## src/hw/rtl/sks_pkg.sv

```systemverilog
// ----------------------------------------------------------------------------
// sks_pkg
// Types and constants shared by the stable key sorter and its cells.
// ----------------------------------------------------------------------------
package sks_pkg;

    localparam int KEY_BITS      = 32;
    localparam int POS_BITS      = 6;
    localparam int MAX_ITEMS_DEF = 64;

    typedef struct packed {
        logic [KEY_BITS-1:0] sort_key;
        logic                last_in;
    } t_in;

    typedef struct packed {
        logic [KEY_BITS-1:0] out_key;
        logic [POS_BITS-1:0] source_index;
        logic                overflow;
        logic                last_out;
    } t_out;

    // Contents of one cell.
    typedef struct packed {
        logic                valid;
        logic [KEY_BITS-1:0] key;
        logic [POS_BITS-1:0] pos;
    } t_cell;

    // Control broadcast to every cell.
    typedef struct packed {
        logic insert;
        logic drain;
    } t_cell_ctl;

    typedef enum logic [1:0] {
        ST_LOAD  = 2'b01,
        ST_DRAIN = 2'b10
    } t_state;

endpackage

```

## src/hw/rtl/sks_cell.sv

```systemverilog
// ----------------------------------------------------------------------------
// sks_cell
// One slot of the insertion chain: holds a key and its arrival position.
// ----------------------------------------------------------------------------
module sks_cell
    import sks_pkg::*;
(
    input  logic                i_clk,
    input  logic                i_rst_n,
    input  t_cell_ctl           i_ctl,
    input  logic [KEY_BITS-1:0] i_key,
    input  logic [POS_BITS-1:0] i_pos,
    input  t_cell               i_left,
    input  logic                i_left_gt,
    input  t_cell               i_right,
    output t_cell               o_cell,
    output logic                o_gt
);

    logic                r_valid;
    logic [KEY_BITS-1:0] r_key;
    logic [POS_BITS-1:0] r_pos;
    t_cell               n_cell;
    logic                gt;

    // An empty slot counts as greater than any key.
    assign gt = !r_valid || (r_key > i_key);

    always_comb begin
        n_cell = '{valid: r_valid, key: r_key, pos: r_pos};
        if (i_ctl.insert && gt) begin
            // Shift right behind the new key, or take it at the boundary.
            if (i_left_gt) begin
                n_cell = i_left;
            end else begin
                n_cell = '{valid: 1'b1, key: i_key, pos: i_pos};
            end
        end else if (i_ctl.drain) begin
            n_cell = i_right;
        end
    end

    always_ff @(posedge i_clk) begin
        if (!i_rst_n) begin
            r_valid <= 1'b0;
        end else begin
            r_valid <= n_cell.valid;
        end
    end

    always_ff @(posedge i_clk) begin
        r_key <= n_cell.key;
        r_pos <= n_cell.pos;
    end

    assign o_cell = '{valid: r_valid, key: r_key, pos: r_pos};
    assign o_gt   = gt;

endmodule

```

## config.mk

```make
export PLATFORM = sky130hd
export DESIGN_NAME = sks_cell
export DESIGN_NICKNAME = d
export VERILOG_FILES = /design/src/hw/rtl/sks_pkg.sv /design/src/hw/rtl/sks_cell.sv
export SDC_FILE = /design/constraint.sdc
export NUM_CORES = 1
export LEC_CHECK = 0
export BUFFER_PORTS_ARGS = -buffer_cell sky130_fd_sc_hd__buf_4
export CAP_MARGIN = 20
export CORE_MARGIN = 1
export CORE_UTILIZATION = 50
export CTS_CLUSTER_SIZE = 20
export DETAILED_ROUTE_END_ITERATION = 6
export PLACE_DENSITY = 0.88
export SYNTH_ARGS = -nofsm -noshare
export SYNTH_HDL_FRONTEND = slang
export SYNTH_SLANG_ARGS = --single-unit
export TNS_END_PERCENT = 100
```

## constraint.sdc

```tcl
create_clock -name i_clk -period 9.5 [get_ports i_clk]
set_input_delay 0.95 -clock i_clk [delete_from_list [all_inputs] [get_ports i_clk]]
set_output_delay 0.95 -clock i_clk [all_outputs]
set_load 0.02 [all_outputs]
```

==> results of run 1 <==
worst reg2reg max path, cell delays in order, from the launching register on:
cell      delay [ps]
edfxtp_1         430
ha_1             370
nand4_2          160
or4_4            590
a41oi_2          200
o311a_4          720
or2_2            850
cells in the final DEF (no fill, tap or decap), drive strengths merged:
| cell type | count |
|---|---|
| a211o | 1 |
| a21boi | 1 |
| and3 | 1 |
| nor2 | 2 |
| mux2 | 45 |
| a21o | 2 |
| edfxtp | 38 |
| a221o | 1 |
| mux2i | 1 |
| nand3 | 4 |
| ha | 32 |
| o21ai | 38 |
| nand2 | 39 |
| and4 | 2 |
| or4 | 1 |
| or2 | 1 |
| clkinv | 2 |
| a41oi | 1 |
| nand4 | 7 |
| nor2b | 1 |
| dfxtp | 1 |
| clkbuf | 6 |
| o211ai | 1 |
| a21oi | 13 |
| nor3 | 2 |
| o311a | 1 |
| buf | 160 |
| inv | 34 |
area by class of cell:
| type | count | area, um2 | share of cell area, % |
|---|---|---|---|
| timing repair buffer | 160 | 1201 | 27.60 |
| inverter | 34 | 127.6 | 2.933 |
| tap | 75 | 93.84 | 2.156 |
| sequential | 39 | 1161 | 26.68 |
| clock inverter | 2 | 7.507 | 0.1725 |
| clock buffer | 6 | 72.57 | 1.668 |
| multi-input combinational | 197 | 1688 | 38.79 |
synth_stat cells (2+ instances only):
master / number
a21o_1: 2
a21oi_1: 13
and4_1: 2
buf_6: 4
clkbuf_1: 8
edfxtp_1: 38
ha_1: 32
inv_1: 34
mux2_2: 7
mux2_4: 38
nand2_1: 39
nand3_1: 4
nand4_1: 6
nor2_1: 2
o21ai_0: 37
how the worst max path moves through the flow:
stage,slack [ps],end
3_3_place_gp,5210,r_key[17]$_DFFE_PP_
4_1_cts,5450,r_key[22]$_DFFE_PP_
5_1_grt,5300,r_key[4]$_DFFE_PP_
6_report,5480,r_key[21]$_DFFE_PP_
2_1_floorplan,5630,r_key[0]$_DFFE_PP_
3_5_place_dp,5130,r_key[7]$_DFFE_PP_
state kept, by name (all words and copies together) (netlist names):
register	flops
r_key	32
r_pos	6
r_valid	1
power by group through the flow:
stage | Clock [W] | Combinational [W] | Sequential [W]
2_1_floorplan | 0 | 0.000102 | 0.000257
3_3_place_gp | 0 | 0.000208 | 0.000232
3_5_place_dp | 0 | 0.000215 | 0.000233
4_1_cts | 0.000110 | 0.000216 | 0.000230
5_1_grt | 0.000117 | 0.000232 | 0.000232
6_report | 0.000107 | 0.000215 | 0.000230
kinds of logic (layout without fill, tap and decap cells):
logic type | after synthesis | in the layout | synth area share [%]
and+or+nand+nor | 60 | 60 | 9.367
AOI/OAI and AO/OA | 59 | 59 | 11.17
buffers and inverters | 47 | 202 | 6.871
muxes | 46 | 46 | 21.55
DFF | 39 | 39 | 37.95
adders and majority gates | 32 | 32 | 13.09
per-layer routing:
| layer | up-vias | wire length [um] | global-route usage (%) |
|---|---|---|---|
| met2 | 104 | 4025 | 44.27 |
| met4 | 0 | 51 | 4.821 |
| met5 | - | 0 | 0 |
| met1 | 1205 | 2893 | 26.36 |
| li1 | 1328 | - | - |
| met3 | 5 | 504 | 5.000 |
per-stage QoR:
stage	setup WS [ps]	hold slack, ps	instance area [um2]	cells
global placement	5214	658.6	4272	505
global route	5299	754.0	4352	513
CTS	5448	679.3	4352	513
floorplan	5629	610.3	3059	283
detailed placement	5133	666.4	4272	505
finish	5481	678.3	4352	513
==> key figures, run 1 <==
Run status
  – Result of the run: completed

Worst setup path
  – Worst-case register-to-register setup slack: 5800 ps
  – Kind of start point of the critical path: input port
  – CP Class: in -> reg
  – Start of the worst register-to-register path: r_key[30]$_DFFE_PP_
  – Worst-path fanout max: 40
  – Critical Path, Cell by Cell: buf_4 > inv_1 > ha_1 > nand4_2 > or4_4 > a41oi_2 > o311a_4 > or2_2
  – Required arrival time at the worst endpoint: between 9000 and 10000 ps
  – Slowest stage cell, crit path: or2_2
  – Capture instance of the worst register-to-register path: r_key[21]$_DFFE_PP_
  – Top Family by Delay on Critical Path: simple AND/OR/NAND/NOR gates
  – Data arrival time of the critical path: 3930 ps
  – Slowest cell delay on critical path: roughly 840 ps
  – R2R cell count: 6
  – Startpoint of the worst setup timing path: i_key[30]
  – Critical path buffer and inverter count: 2
  – Critical Path Sink Type: flop
  – Logic depth of the worst setup path including buffers: 8

Clock network
  – Number of buffers created by CTS: 5
  – # H-tree levels: 2
  – Number of gates resized after CTS: 0
  – Clock root buffer master: clkbuf_8
  – Clock net sink count: 39
  – Setup Buffers After CTS: 0
  – Cts hold-fix bufs: 0
  – Latest clock arrival within the worst-skew pair: 290 ps
  – Clock Tree Buf Depth: 2
  – Clock tree from TritonCTS: done
  – Clock slew seen by the registers of the worst setup and hold paths: 70 ps

Layout
  – N_diodes: 0
  – Fillers: between 400 and 500
  – Signed area change from the synthesized netlist to the final layout: 42.25%
  – Proportion of layout cells with a drive suffix above 1: 49.32%
  – Final core utilization: 73.50%
  – Net count, final: 590

Power and ir drop
  – Cell Pwr Density: 126.8 nW/um2
  – Sw Ratio: 30.69%
  – Internal portion of total power: ~0.00038 W
  – Maximum vdd drop: 0.06658 mV
  – Leakage power: 2.190 nW
  – Switching power: 0.0001693 W
  – Combinational Power Share: 39.0%
  – Sum of internal, switching and leakage power: 0.0005518 W
  – Sequential share of power: 41.6%
  – Proportion of power drawn by the clock network: 19.4%

Drt
  – Detailed-routing iteration count for the pre-antenna-repair pass: 4
  – Average wire length per cell after detail routing: 14.57 um
  – Post-detailed-routing wire length: 7475 um
  – Post-DRT Antenna Nets: 0
  – Vias per cell: 5.150
  – DR vias: 2642
  – DRC: 0
  – DRT iter0 DRCs: 89

Timing
  – Maximum clock frequency: 248.8 MHz
  – Accumulated negative setup slack: 0 ps
  – Final clock skew: 6.375 ps
  – Measured slew at the worst slew-check pin: ~900 ps
  – Total count of hold-check failures in the final report: 0
  – Time the final worst path needs with I/O delays and setup: 4019 ps
  – Unrepaired setup endpoints after global routing: false
  – Setup Viol. Count Final: 0
  – Share of the clock period used by the worst path: 42.30%
  – Number of max-slew violations in the final report: 0
  – Tightest slew margin relative to the limit: 39.97%

Synth
  – Synth top area cells: edfxtp_1 37%, mux2_4 19%, ha_1 13%, o21ai_0 6.1%, nand2_1 4.8%
  – Top_reg_cell synth: edfxtp_1
  – Number of enable flip-flop cells after synthesis: 38
  – Mapped Cells: about 280
  – Flip-flop and latch count after synthesis: 39
  – Count of warnings emitted by yosys: 0
  – Synthesized area per cell: 10.81 um2
  – Library cells used by synthesis: 32
  – Largest area contributor in the netlist: edfxtp_1
  – Async set-or-reset flop fraction in the synthesized netlist: 0%
  – Area fraction of the dominant cell type after synthesis: a little under two fifths
  – Fraction of the yosys area taken by sequential cells: between 30% and 40%
  – Number of nets produced by synthesis: 436
  – Mapped Area: approximately 3000 um2

Place
  – Final weighted congestion in routability-driven placement: 0.7765
  – Number of port buffers: 160
  – HPWL Detailed: 5924 um

Die
  – Overall die width: 80.22 um
  – Core Area: ~5900 um2
  – FP Rows: 28
  – Initial core utilization: 51.67%
  – Count of boundary I/O pins: 161
  – Vertical die dimension: between 80 and 90 um
  – Total Die Area: about 6400 um2

Global route
  – Initial antenna violation count: 0
  – Total congestion overflow after global routing: 0
  – Vias in the first global route: 2576
  – Largest net degree at the start of global routing: 71
  – GRT Resource Usage Total: a little under a quarter
  – Global-route wire length before repair: between 10000 and 15000 um

Worst hold path
  – Cell depth of the worst hold path: 4
  – Hold path startpoint: r_valid$_SDFFE_PN0P_
  – Worst hold endpoint: r_valid$_SDFFE_PN0P_
  – Hold Crit Class: reg -> reg

Flow run
  – Count of maximum capacitance violations: 0
Power figures use the tool's default switching activity.
==> run 2, diff against run 1 <==
--- a/config.mk
+++ b/config.mk
@@ -8,10 +8,10 @@
 export BUFFER_PORTS_ARGS = -buffer_cell sky130_fd_sc_hd__buf_4
 export CAP_MARGIN = 20
 export CORE_MARGIN = 1
-export CORE_UTILIZATION = 50
+export CORE_UTILIZATION = 46
 export CTS_CLUSTER_SIZE = 20
 export DETAILED_ROUTE_END_ITERATION = 6
-export PLACE_DENSITY = 0.88
+export PLACE_DENSITY = 0.81
 export SYNTH_ARGS = -nofsm -noshare
 export SYNTH_HDL_FRONTEND = slang
 export SYNTH_SLANG_ARGS = --single-unit
==> constraint.sdc (replaced) <==
create_clock -name i_clk -period 4.1 [get_ports i_clk]
set_input_delay 0.41 -clock i_clk [delete_from_list [all_inputs] [get_ports i_clk]]
set_output_delay 0.41 -clock i_clk [all_outputs]
set_load 0.02 [all_outputs]
==> run 2 against run 1 <==
Effect of this change: first-iteration DRC count rose by 12%; global-route usage shrank 1.4 points; combinational power rose by 130%; die area increased by 8.5%; clock skew rose by 2.2 ps; via count grew 0.79%; critical endpoint is now r_key[13]$_DFFE_PP_.
==> key figures, run 2 (synthesized netlist as in run 1, its figures left out) <==
Run status
  – Result of the run: completed

Place
  – Final weighted congestion in routability-driven placement: ~0.74
  – Number of port buffers: 160
  – HPWL Detailed: ~5900 um

Timing
  – Setup Viol. Count Final: 0
  – Final clock skew: ~8.5 ps
  – Share of the clock period used by the worst path: 76.18%
  – Accumulated negative setup slack: 0 ps
  – Unrepaired setup endpoints after global routing: false
  – Number of max-slew violations in the final report: 0
  – Time the final worst path needs with I/O delays and setup: 3123 ps
  – Total count of hold-check failures in the final report: 0
  – Tightest slew margin relative to the limit: 36.79%
  – Maximum clock frequency: between 300 and 400 MHz
  – Measured slew at the worst slew-check pin: 948.1 ps
  – Hold Worst Slack: 393.9 ps

Clock network
  – # H-tree levels: 2
  – Clock slew seen by the registers of the worst setup and hold paths: 80 ps
  – Clock root buffer master: clkbuf_8
  – Setup Buffers After CTS: 0
  – Number of gates resized after CTS: 0
  – Number of buffers created by CTS: 5
  – Clock Tree Buf Depth: 2
  – Cts hold-fix bufs: 0
  – Clock net sink count: 39
  – Clock tree from TritonCTS: done
  – Latest clock arrival within the worst-skew pair: 290 ps

Die
  – Count of boundary I/O pins: ~160
  – Total Die Area: 6981 um2
  – Overall die width: 83.55 um
  – Core Area: 6386 um2
  – Vertical die dimension: 83.55 um
  – Initial core utilization: 47.90%
  – FP Rows: 29

Drt
  – Vias per cell: between 5 and 6
  – Post-DRT Antenna Nets: 0
  – Post-detailed-routing wire length: 7612 um
  – Average wire length per cell after detail routing: between 10 and 15 um
  – DRT iter0 DRCs: 100
  – DR vias: 2663
  – DRC: 0
  – Detailed-routing iteration count for the pre-antenna-repair pass: 4

Global route
  – Vias in the first global route: between 2k and 3k
  – Global-route wire length before repair: around 12000 um
  – Total congestion overflow after global routing: 0
  – Largest net degree at the start of global routing: 71
  – Initial antenna violation count: 0
  – GRT Resource Usage Total: 21.82%

Worst setup path
  – Kind of start point of the critical path: flop
  – Required arrival time at the worst endpoint: 4140 ps
  – Start of the worst register-to-register path: r_key[26]$_DFFE_PP_
  – Data arrival time of the critical path: about 3200 ps
  – CP Class: reg -> reg
  – R2R cell count: 7
  – Critical Path Sink Type: flop
  – Worst-path fanout max: 39
  – Capture instance of the worst register-to-register path: r_key[13]$_DFFE_PP_
  – Worst-case register-to-register setup slack: 980 ps

Worst hold path
  – Cell depth of the worst hold path: 3
  – Hold path startpoint: i_rst_n
  – Hold Crit Class: in -> reg
  – Worst hold endpoint: r_valid$_SDFFE_PN0P_

Layout
  – Signed area change from the synthesized netlist to the final layout: 43.48%
  – Net count, final: 591
  – N_diodes: 0
  – Final core utilization: 68.73%
  – Commonest non-fill, non-tap cell in the layout: buf_4
  – Proportion of layout cells with a drive suffix above 1: 49.89%
  – Largest Register: r_key
  – Largest registers ranked by flip-flop count: r_key x32, r_pos x6, r_valid x1
  – Commonest cells after routing, fill and taps aside: 161 x buf_4, 39 x nand2_1, 38 x mux2_4, 38 x edfxtp_1, 37 x o21ai_0
  – Flip-flop count of the largest register after layout: 32

Power and ir drop
  – Maximum vdd drop: between 0.15 and 0.2 mV
  – Cell Pwr Density: 307.4 nW/um2
  – Leakage power: 2.210 nW

Flow run
  – Count of maximum capacitance violations: 0
[run 2: power breakdown]
group	switching, W	total, W	internal (W)
sequential	0.0000287	0.000531	0.000502
combinational	0.000231	0.000498	0.000267
clock	0.000141	0.000320	0.000178
[run 2: worst max path at each step]
stage / start / end / slack, ps / depth (start not counted)
after floorplan: r_key[30]$_DFFE_PP_ / r_key[0]$_DFFE_PP_ / 680 / 7
after global placement: i_key[30] / r_key[6]$_DFFE_PP_ / 940 / 9
after detailed placement: i_key[30] / r_key[29]$_DFFE_PP_ / 890 / 9
after CTS: r_key[26]$_DFFE_PP_ / r_key[13]$_DFFE_PP_ / 990 / 7
after global routing: r_key[26]$_DFFE_PP_ / r_key[13]$_DFFE_PP_ / 830 / 7
final: r_key[26]$_DFFE_PP_ / r_key[13]$_DFFE_PP_ / 980 / 7
[run 2: worst max-delay path, cell delays in order, from the launching register on]
cell and delay, ps:
edfxtp_1 440, ha_1 330, nand4_1 160, or4_4 570, a41oi_2 200, o311a_4 210
buf_4 590, mux2_4 360
[run 2: area by class of cell]
type,count,area [um2]
timing repair buffer,161,1209
clock inverter,3,38.79
clock buffer,5,68.82
inverter,34,127.6
sequential,39,1161
fill,509,1997
tap,77,96.34
multi-input combinational,197,1688
[run 2: per-stage QoR]
| step | instances | worst slack, ps | instance area (um2) | power, W |
|---|---|---|---|---|
| after CTS | 516 | 985.6 | 4389 | 0.001360 |
| after global routing | 516 | 829.9 | 4389 | 0.001418 |
| after global placement | 508 | 936.3 | 4282 | 0.001022 |
| after detailed placement | 508 | 893.2 | 4282 | 0.001038 |
| final | 516 | 976.6 | 4389 | 0.001349 |
| after floorplan | 283 | 680.2 | 3059 | 0.0008311 |
[run 2: per-layer routing]
metal / GRT usage (%) / routed length (um) / up-vias
li1: - / - / 1324
met4: 3.698 / 22 / 0
met1: 25.91 / 3175 / 1239
met5: 0 / 0 / -
met3: 5.242 / 526 / 2
met2: 40.39 / 3887 / 98
